--- src/rtl/lbsa_pkg.sv ---
`default_nettype none

package lbsa_pkg;

   // Framebuffer size in pixels; coordinates never reach COORD_LIMIT.
   localparam logic [12:0] FB_WIDTH    = 13'd1920;
   localparam logic [12:0] FB_HEIGHT   = 13'd1080;
   localparam logic [12:0] COORD_LIMIT = 13'd4096;

   // The setup divider makes one quotient bit per cycle.
   localparam int          DIV_BITS = 29;
   localparam logic [4:0]  DIV_LAST = 5'(DIV_BITS - 1);

   typedef enum logic [2:0] {
      REG_DST_X       = 3'd0,
      REG_DST_Y       = 3'd1,
      REG_DST_W       = 3'd2,
      REG_DST_H       = 3'd3,
      REG_CROP_ORIGIN = 3'd4,
      REG_SRC_W       = 3'd5,
      REG_SRC_H       = 3'd6,
      REG_ZOOM        = 3'd7
   } lbsa_reg_type;

   typedef enum logic [3:0] {
      SU_IDLE,
      SU_FIT_W,
      SU_FIT_H,
      SU_SCALE,
      SU_DRAW,
      SU_OFFSET,
      SU_BOUNDS,
      SU_INV_W,
      SU_INV_H
   } lbsa_setup_state_type;

   typedef struct packed {
      logic signed [12:0] dst_x;
      logic signed [12:0] dst_y;
      logic [12:0]        dst_w;
      logic [12:0]        dst_h;
      logic [23:0]        crop_origin;
      logic [11:0]        src_w;
      logic [11:0]        src_h;
      logic [15:0]        zoom;
   } lbsa_cfg_type;

   // Geometry that the setup sequencer computes and the pixel pipeline uses.
   typedef struct packed {
      logic        active;
      logic [12:0] lo_x;
      logic [12:0] hi_x;
      logic [12:0] lo_y;
      logic [12:0] hi_y;
      logic [27:0] kx_base;
      logic [27:0] ky_off;
      logic [27:0] inv_w;
      logic [27:0] inv_h;
   } lbsa_geom_type;

endpackage

`default_nettype wire

--- src/rtl/lbsa_setup.sv ---
`default_nettype none

module lbsa_setup (
   input  logic                   clock,
   input  logic                   reset,
   input  logic                   restart,
   input  lbsa_pkg::lbsa_cfg_type cfg,
   output logic                   busy,
   output lbsa_pkg::lbsa_geom_type geom
);
   import lbsa_pkg::*;

   lbsa_setup_state_type state_ff, state_in;

   logic [4:0]         cnt_ff;
   logic [32:0]        rem_ff;
   logic [27:0]        quo_ff;
   logic [28:0]        fit_w_ff, fit_h_ff;
   logic [36:0]        scale_ff;
   logic [32:0]        draw_w_ff, draw_h_ff;
   logic signed [35:0] off_x_ff, off_y_ff;
   lbsa_geom_type      geom_ff;

   logic [28:0] div_num;
   logic [32:0] div_den;
   logic        div_active;
   logic        div_done;
   logic [33:0] rem_sh;
   logic        q_bit;
   logic [33:0] rem_next;
   logic [28:0] quotient;
   logic [28:0] base;
   logic [44:0] scale_prod;
   logic [48:0] draw_w_prod, draw_h_prod;

   // Offset of the drawn image inside the rectangle; the halving rounds toward zero.
   function automatic logic signed [35:0] axis_offset(input logic signed [12:0] d0,
                                                      input logic [12:0] dw,
                                                      input logic [32:0] draw);
      logic signed [35:0] diff;
      logic signed [35:0] half;
      diff = $signed({23'b0, dw}) - $signed({3'b0, draw});
      half = diff[35] ? ((diff + 36'sd1) >>> 1) : (diff >>> 1);
      return 36'(d0) + half;
   endfunction

   function automatic logic [12:0] axis_lo(input logic signed [35:0] off,
                                           input logic signed [12:0] d0);
      logic signed [35:0] m;
      m = (off > 36'sd0) ? off : 36'sd0;
      if (36'(d0) > m) begin
         m = 36'(d0);
      end
      if (m > $signed({23'b0, COORD_LIMIT})) begin
         return COORD_LIMIT;
      end
      return m[12:0];
   endfunction

   function automatic logic [12:0] axis_hi(input logic signed [35:0] off,
                                           input logic [32:0] draw,
                                           input logic signed [12:0] d0,
                                           input logic [12:0] dw,
                                           input logic [12:0] fb);
      logic signed [35:0] m;
      logic signed [35:0] draw_end;
      logic signed [35:0] rect_end;
      draw_end = off + $signed({3'b0, draw});
      rect_end = 36'(d0) + $signed({23'b0, dw});
      m = $signed({23'b0, fb});
      if (draw_end < m) begin
         m = draw_end;
      end
      if (rect_end < m) begin
         m = rect_end;
      end
      if (m < 36'sd0) begin
         return 13'd0;
      end
      return m[12:0];
   endfunction

   assign div_active = state_ff inside {SU_FIT_W, SU_FIT_H, SU_INV_W, SU_INV_H};
   assign div_done   = div_active && (cnt_ff == 5'd0);

   always_comb begin
      state_in = state_ff;
      div_num  = '0;
      div_den  = '0;
      case (state_ff)
         SU_IDLE: begin
            state_in = SU_IDLE;
         end
         SU_FIT_W: begin
            div_num = {cfg.dst_w, 16'h0};
            div_den = {21'b0, cfg.src_w};
            if (div_done) begin
               state_in = SU_FIT_H;
            end
         end
         SU_FIT_H: begin
            div_num = {cfg.dst_h, 16'h0};
            div_den = {21'b0, cfg.src_h};
            if (div_done) begin
               state_in = SU_SCALE;
            end
         end
         SU_SCALE: begin
            state_in = SU_DRAW;
         end
         SU_DRAW: begin
            state_in = SU_OFFSET;
         end
         SU_OFFSET: begin
            state_in = SU_BOUNDS;
         end
         SU_BOUNDS: begin
            state_in = SU_INV_W;
         end
         SU_INV_W: begin
            div_num = {1'b0, cfg.src_w, 16'h0};
            div_den = draw_w_ff;
            if (div_done) begin
               state_in = SU_INV_H;
            end
         end
         SU_INV_H: begin
            div_num = {1'b0, cfg.src_h, 16'h0};
            div_den = draw_h_ff;
            if (div_done) begin
               state_in = SU_IDLE;
            end
         end
         default: begin
            state_in = SU_IDLE;
         end
      endcase
      if (restart) begin
         state_in = SU_FIT_W;
      end
   end

   always_ff @(posedge clock) begin
      if (reset) begin
         state_ff <= SU_FIT_W;
      end else begin
         state_ff <= state_in;
      end
   end

   // Restoring division, one quotient bit per cycle, MSB first.
   assign rem_sh   = {rem_ff, div_num[cnt_ff]};
   assign q_bit    = rem_sh >= {1'b0, div_den};
   assign rem_next = q_bit ? (rem_sh - {1'b0, div_den}) : rem_sh;
   assign quotient = {quo_ff, q_bit};

   always_ff @(posedge clock) begin
      if (reset || restart) begin
         cnt_ff <= DIV_LAST;
         rem_ff <= '0;
      end else if (div_active) begin
         if (div_done) begin
            cnt_ff <= DIV_LAST;
            rem_ff <= '0;
         end else begin
            cnt_ff <= cnt_ff - 5'd1;
            rem_ff <= rem_next[32:0];
         end
      end
   end

   assign base        = (fit_w_ff < fit_h_ff) ? fit_w_ff : fit_h_ff;
   assign scale_prod  = 45'(base) * 45'(cfg.zoom);
   assign draw_w_prod = 49'(cfg.src_w) * 49'(scale_ff);
   assign draw_h_prod = 49'(cfg.src_h) * 49'(scale_ff);

   always_ff @(posedge clock) begin
      if (reset) begin
         geom_ff.active <= 1'b0;
      end else if (state_ff == SU_BOUNDS) begin
         geom_ff.active <= (cfg.src_w != 12'd0) && (cfg.src_h != 12'd0) &&
                           (draw_w_ff != 33'd0) && (draw_h_ff != 33'd0);
      end
      if (div_active) begin
         quo_ff <= quotient[27:0];
      end
      if (div_done) begin
         case (state_ff)
            SU_FIT_W: fit_w_ff      <= quotient;
            SU_FIT_H: fit_h_ff      <= quotient;
            SU_INV_W: geom_ff.inv_w <= quotient[27:0];
            SU_INV_H: geom_ff.inv_h <= quotient[27:0];
            default: begin
            end
         endcase
      end
      case (state_ff)
         SU_SCALE: begin
            scale_ff <= scale_prod[44:8];
         end
         SU_DRAW: begin
            draw_w_ff <= draw_w_prod[48:16];
            draw_h_ff <= draw_h_prod[48:16];
         end
         SU_OFFSET: begin
            off_x_ff <= axis_offset(cfg.dst_x, cfg.dst_w, draw_w_ff);
            off_y_ff <= axis_offset(cfg.dst_y, cfg.dst_h, draw_h_ff);
         end
         SU_BOUNDS: begin
            geom_ff.lo_x    <= axis_lo(off_x_ff, cfg.dst_x);
            geom_ff.lo_y    <= axis_lo(off_y_ff, cfg.dst_y);
            geom_ff.hi_x    <= axis_hi(off_x_ff, draw_w_ff, cfg.dst_x, cfg.dst_w, FB_WIDTH);
            geom_ff.hi_y    <= axis_hi(off_y_ff, draw_h_ff, cfg.dst_y, cfg.dst_h, FB_HEIGHT);
            // Only the low bits matter: a covered pixel's index stays below 2^28
            // whenever the inverse ratio is nonzero.
            geom_ff.kx_base <= draw_w_ff[27:0] - 28'd1 + off_x_ff[27:0];
            geom_ff.ky_off  <= off_y_ff[27:0];
         end
         default: begin
         end
      endcase
   end

   assign busy = state_ff != SU_IDLE;
   assign geom = geom_ff;

endmodule

`default_nettype wire

--- config.mk ---
export PLATFORM = sky130hd
export DESIGN_NAME = lbsa_setup
export DESIGN_NICKNAME = d
export VERILOG_FILES = /design/src/rtl/lbsa_pkg.sv /design/src/rtl/lbsa_setup.sv
export SDC_FILE = /design/constraint.sdc
export NUM_CORES = 2
export LEC_CHECK = 0
export BUFFER_PORTS_ARGS = -buffer_cell sky130_fd_sc_hd__buf_4
export CAP_MARGIN = 20
export CELL_PAD_IN_SITES_DETAIL_PLACEMENT = 2
export CELL_PAD_IN_SITES_GLOBAL_PLACEMENT = 2
export CORE_MARGIN = 2
export CORE_UTILIZATION = 38
export DETAILED_ROUTE_END_ITERATION = 10
export GPL_ROUTABILITY_DRIVEN = 0
export PLACE_DENSITY = 0.85
export SLEW_MARGIN = 20
export SYNTH_ARGS = -nofsm -noshare
export SYNTH_HDL_FRONTEND = slang
export SYNTH_SLANG_ARGS = --single-unit
export TNS_END_PERCENT = 10
--- constraint.sdc ---
create_clock -name clock -period 9.1 [get_ports clock]
set_clock_uncertainty 0.15 [all_clocks]
set_input_delay 0.91 -clock clock [delete_from_list [all_inputs] [get_ports clock]]
set_output_delay 0.91 -clock clock [all_outputs]
set_load 0.01 [all_outputs]
# Word level (Yosys, flattened, before mapping)
# Index checks and enable logic that the tools add are counted.
[word_totals] reg_bits=468 input_bits=119 word_cells=127 output_inout_bits=166
[classes] muxes=45 addsub=14 reduce_logical=18 n_eq_ne=12 n_lt_le_gt_ge=15 multipliers=3
[op_table] op="2-to-1 mux 36 bit" n=16
[op_table] op="one-hot mux 33 bit (4 select lines)" n=1
[op_table] op="one-hot mux 29 bit (4 select lines)" n=1
[op_table] op="2-to-1 mux 13 bit" n=8
[op_table] op="multiplier 12 x 37 -> 49 bit" n=2
[op_table] op="adder 13 x 36 -> 36 bit" n=2
[op_table] op="adder 36 x 34 -> 36 bit" n=2
[op_table] op="greater-than comparator 13 x 36 -> 1 bit" n=2
[op_table] op="greater-than comparator 36 x 1 -> 1 bit, second input constant" n=2
[op_table] op="greater-than comparator 36 x 14 -> 1 bit, second input constant" n=2
[op_table] op="less-than comparator 15 x 36 -> 1 bit" n=2
[op_table] op="less-than comparator 36 x 1 -> 1 bit, second input constant" n=2
[op_table] op="less-than comparator 36 x 12 -> 1 bit, second input constant" n=2
[op_table] op="adder 34 x 2 -> 35 bit, second input constant" n=2
[op_table] op="subtractor 13 x 33 -> 34 bit" n=2
[op_table] op="2-to-1 mux 33 bit" n=2
[op_table] op="nonzero test 33 bit" n=2
[op_table] op="multiplier 29 x 16 -> 45 bit" n=1
[op_table] op="greater-or-equal comparator 34 x 33 -> 1 bit" n=1
[op_table] op="subtractor 33 bit" n=1
[op_table] op="one-hot mux 4 bit (8 select lines)" n=1
[op_table] op="adder 13 x 14 -> 15 bit" n=2
[op_table] op="less-than comparator 29 bit" n=1
[op_table] op="2-to-1 mux 29 bit" n=1
[op_table] op="other kinds (21)" n=47

# Depth between registers and ports, before layout
[logic_depth] depth_word=11 depth_mapped=38 ltp_nobuf=35

# Worst setup path after synthesis
# OpenSTA, ideal clock, no wires.
[synth_path] kind="flip-flop to flip-flop" from="register fit_w_ff[20]" to="register scale_ff[34] (data pin)" arrival_ns=8.562 t_required_ns=8.693 period_less_slack_ns=8.969 path_stages_with_launch=36 n_path_buf=4 slack_ns=0.131 path_cell_list="edfxtp_1 > ha_1 > a41oi_1 > o21ai_0 > a221oi_1 > o211ai_1 > a31oi_1 > clkbuf_1 > clkbuf_1 > nand2_1 > o21ai_0 > clkbuf_1 > nand2_1 > fa_1 > fa_1 > fa_1 > inv_1 > fa_1 > fa_1 > inv_1 > fa_1 > inv_1 > ha_1 > clkbuf_1 > a21o_1 > a21o_1 > a21oi_1 > a21o_1 > nand2_1 > o21a_1 > a41o_1 > a41o_1 > a21bo_2 > a31o_2 > a21o_1 > xor2_1"
[synth_between] elab_chain_len=3
[synth_lines] item="from (decl)" line_no="lbsa_setup.sv:18" source="logic [28:0] fit_w_ff, fit_h_ff;"
[synth_lines] item="from (signal assigned)" line_no="lbsa_setup.sv:189" source="SU_FIT_W: fit_w_ff <= quotient;"
[synth_lines] item="less-than comparator 29 bit" line_no="lbsa_setup.sv:172" source="assign base = (fit_w_ff < fit_h_ff) ? fit_w_ff : fit_h_ff;"
[synth_lines] item="2-to-1 mux 29 bit (*)" line_no="lbsa_setup.sv:172"
[synth_lines] item="multiplier 29 x 16 -> 45 bit (*)" line_no="lbsa_setup.sv:173" source="assign scale_prod = 45'(base) * 45'(cfg.zoom);"
[synth_lines] item="net scale_prod[42]" line_no="lbsa_setup.sv:33" source="logic [44:0] scale_prod;"
[synth_lines] item="to (signal assigned)" line_no="lbsa_setup.sv:199" source="scale_ff <= scale_prod[44:8];"
[synth_lines] item="to (decl)" line_no="lbsa_setup.sv:19" source="logic [36:0] scale_ff;"
# The timed path passes the listed nets; every way through them passes the cells marked *.
# A chain may end at the register's enable or synchronous reset.

# Worst setup path in the final report
[layout_path] from="register scale_ff[7]" to="register draw_w_ff[10] (data pin)"
[layout_between] elab_chain_len=1
[layout_lines] item="multiplier 12 x 37 -> 49 bit" line_no="lbsa_setup.sv:174" source="assign draw_w_prod = 49'(cfg.src_w) * 49'(scale_ff);"
[layout_lines] item="net draw_w_prod[26]" line_no="lbsa_setup.sv:34" source="logic [48:0] draw_w_prod, draw_h_prod;"
[layout_lines] item="to (signal assigned)" line_no="lbsa_setup.sv:202" source="draw_w_ff <= draw_w_prod[48:16];"
[layout_lines] item="to (decl)" line_no="lbsa_setup.sv:20" source="logic [32:0] draw_w_ff, draw_h_ff;"
# The timed path passes the listed nets, and every way through them passes these cells.

==> metrics.md <==
| Metric | Value |
|---|---|
| Status | `finished, violations left` |
| Failing checks | `setup timing` |
| Commonest non-fill, non-tap cells in the layout | `1294 x inv_1, 1205 x nand2_1, 1049 x fa_1` |
| Gate count of the mapped netlist | `about 8.3k` |
| Area growth from synthesis to layout | `12.6%` |
| First-pass iteration count of the detailed router | `8` |
| Synth async-reset ratio | `0%` |
| Max Clk Rate | `~90 MHz` |
| Ratio of cells with drive above 1 in the final layout | `roughly a tenth` |
| IO Count | `between 200 and 300` |
| Routed WL | `432 mm` |
| Crit-path max FO | `17` |
| Port-buffer cells | `260` |
| Vias post-DR | `between 70k and 80k` |
| Hold Vio Cnt, Final | `0` |
| LEAKAGE | `roughly 38 nW` |
| # hold bufs at CTS | `0` |
| Later-pin clock latency in the skew report | `approximately 0.82 ns` |
| CP Launch Type | `register` |
| ANT nets after route | `0` |
| Initial Util | `38.2%` |
| Primary FF master, synth | `edfxtp_1` |
| CTS tree | `built` |
| Clock sinks | `approximately 470` |
| Final setup vio count | `between 60 and 70` |
| Crit path time final | `about 11 ns` |
| CP arrival | `~11 ns` |
| Largest net degree at the start of global routing | `between 60 and 70` |
| Grt ovf | `0` |
| Gr usage total | `about two fifths` |
| Sum Neg Setup Slack | `-58.01 ns` |
| Die area | `a little over 0.2 mm2` |
| Slew headroom | `11.6%` |
| Global-route wire length before repair | `~570 mm` |
| Worst slack, placed | `-0.664 ns` |
| Die Wd | `approximately 450 um` |
| Max VDD drop | `about 260 uV` |
| Number of CTS-inserted buffers | `between 60 and 70` |
| Wire length per cell | `about 39 um` |
| DRC | `0` |
| Final nets | `around 10k` |
| Avg Vias per Cell | `6.49` |
| Power Density | `~240 mW/mm2` |
| Max-slew violation count | `0` |
| Period utilization | `121%` |
| Post-DP HPWL | `257 mm` |
| Overall power | `between 20 and 25 mW` |
| Synth cell types | `between 90 and 100` |
| Mapped cell area | `roughly 0.075 mm2` |
| Clock tree buffer depth | `3` |
| Sequential fraction of the synthesis area | `between 10% and 20%` |
| Max_cap viols | `0` |
| Worst EP required | `approximately 9.5 ns` |
| Initial antenna violation count | `37` |
| RSZ-0062 raised after global routing | `true` |
| H-tree levels | `2` |
| EDFF count, synth | `around 430` |
| Register bit total from synthesis | `around 470` |
| Die H | `about 450 um` |
| Hold WC Path Type | `input port to register` |
| Setup crit end kind | `register` |
| Vias in the first global route | `between 80k and 90k` |
| Clk root buf | `clkbuf_16` |
| Crit path kind | `register to register` |
| Setup ws final | `-1.90 ns` |
| Worst slew pin tran | `1.33 ns` |
| Commonest non-fill, non-tap cell in the layout | `inv_1` |
| Num rows | `163` |
| Ys Warns | `0` |
| Initial drt markers | `8241` |
| Core Area | `just under 0.2 mm2` |
| Syn_area_per_cell | `9.12 um2` |
| Reg clk slew, reported paths | `0.08 ns` |
## synthesized netlist by cell type (118+ instances only)
library cell,number,area [um2]
nand2_1,1222,4590
clkbuf_1,298,1120
nand2b_1,118,738
nor2_1,301,1130
and2_1,453,2830
xnor2_1,271,2370
a21o_1,164,1230
fa_1,1083,21700
ha_1,729,9120
a21oi_1,336,1680
inv_1,1326,4980
edfxtp_1,425,12800
o21ai_0,240,1200
## layout make-up
class / instances / area, um2
fillers: 21200 / 112000
repair buffers: 497 / 4210
clock buffers: 77 / 1650
well taps: 2640 / 3300
clock inverters: 38 / 593
flip-flops and latches: 468 / 13600
inverters: 1327 / 4990
diodes: 37 / 92.6
multi-input cells: 6137 / 56400
## report_power, final
group | total, mW | switching, mW | leakage [nW] | internal, mW
combinational | 14.4 | 9.28 | 33.1 | 5.11
sequential | 3.28 | 0.278 | 4.22 | 3.01
clock | 2.96 | 1.33 | 1.07 | 1.64
## worst paths after layout
| path | depth (start not counted) | to | slack, ns | startpoint |
|---|---|---|---|---|
| max reg2reg | 23 | draw_w_ff[10]$_DFFE_PP_ | -1.90 | scale_ff[7]$_DFFE_PP_ |
| min | 2 | geom[164]$_SDFFE_PP0P_ | 0.19 | reset |
| max | 23 | draw_w_ff[10]$_DFFE_PP_ | -1.90 | scale_ff[7]$_DFFE_PP_ |
| min reg2reg | 2 | rem_ff[12]$_SDFFE_PP0P_ | 0.34 | rem_ff[12]$_SDFFE_PP0P_ |
## stage by stage
stage	util [%]	area [um2]	hold WS, ns	std cells
global placement	41.0	80900	0.280	11000
detailed placement	41.0	80900	0.333	11000
global route	43.0	84800	0.202	11200
CTS	42.5	83800	0.168	11100
floorplan	-	75400	0.271	8268
finish	43.1	84900	0.194	11200
## per-layer routing
metal / track usage [%] / wire length (um) / vias to the layer above
li1: - / - / 27300
met1: 39.7 / 137000 / 36400
met2: 63.1 / 192000 / 6043
met3: 11.2 / 51100 / 2992
met4: 33.1 / 50900 / 54
met5: 0.213 / 1680 / -
## registers in the layout (all words and copies together) (netlist names)
signal and cells:
state_ff 4, geom 165, draw_h_ff 33, cnt_ff 5, draw_w_ff 33, fit_h_ff 29
off_x_ff 36, fit_w_ff 29, scale_ff 37, off_y_ff 36, rem_ff 33, quo_ff 28
## worst max-delay path, stage by stage, from the launching register on
cell and delay, ns:
edfxtp_1 1.20, buf_4 0.40, nand2_1 0.46, fa_1 0.64
fa_1 0.59, inv_1 0.52, fa_1 0.53, inv_1 0.25
fa_1 1.01, inv_1 0.22, fa_1 0.78, ha_1 0.35
a21oi_1 0.19, nor2b_1 0.07, o21ai_0 0.26, nand2_1 0.16
a41oi_2 0.51, nor2b_1 0.21, o31a_1 0.34, o311ai_1 0.46
a21oi_1 0.24, o21ai_1 0.53, a22oi_1 0.24, xor2_1 0.38
## cell families after synthesis
kind of cell             after synthesis  synth area share (%)
AND/OR/NAND/NOR                     2665                  17.0
adder cells (fa/ha/maj)             1812                  40.9
multiplexers                          61                 0.842
XOR/XNOR                             384                  4.46
flip-flops                           468                  18.1
AO/OA/AOI/OAI                       1213                  10.4
buffers and inverters               1663                  8.30
other                                  1               0.00498
## repair_timing
action / in CTS / in global routing
gates resized for setup: 90 / 144
setup endpoints to repair: 27 / 46
cloned: 1 / 5
setup buffers: 30 / 33
pin swaps: 37 / 67
(Power assumes the default switching activity.)
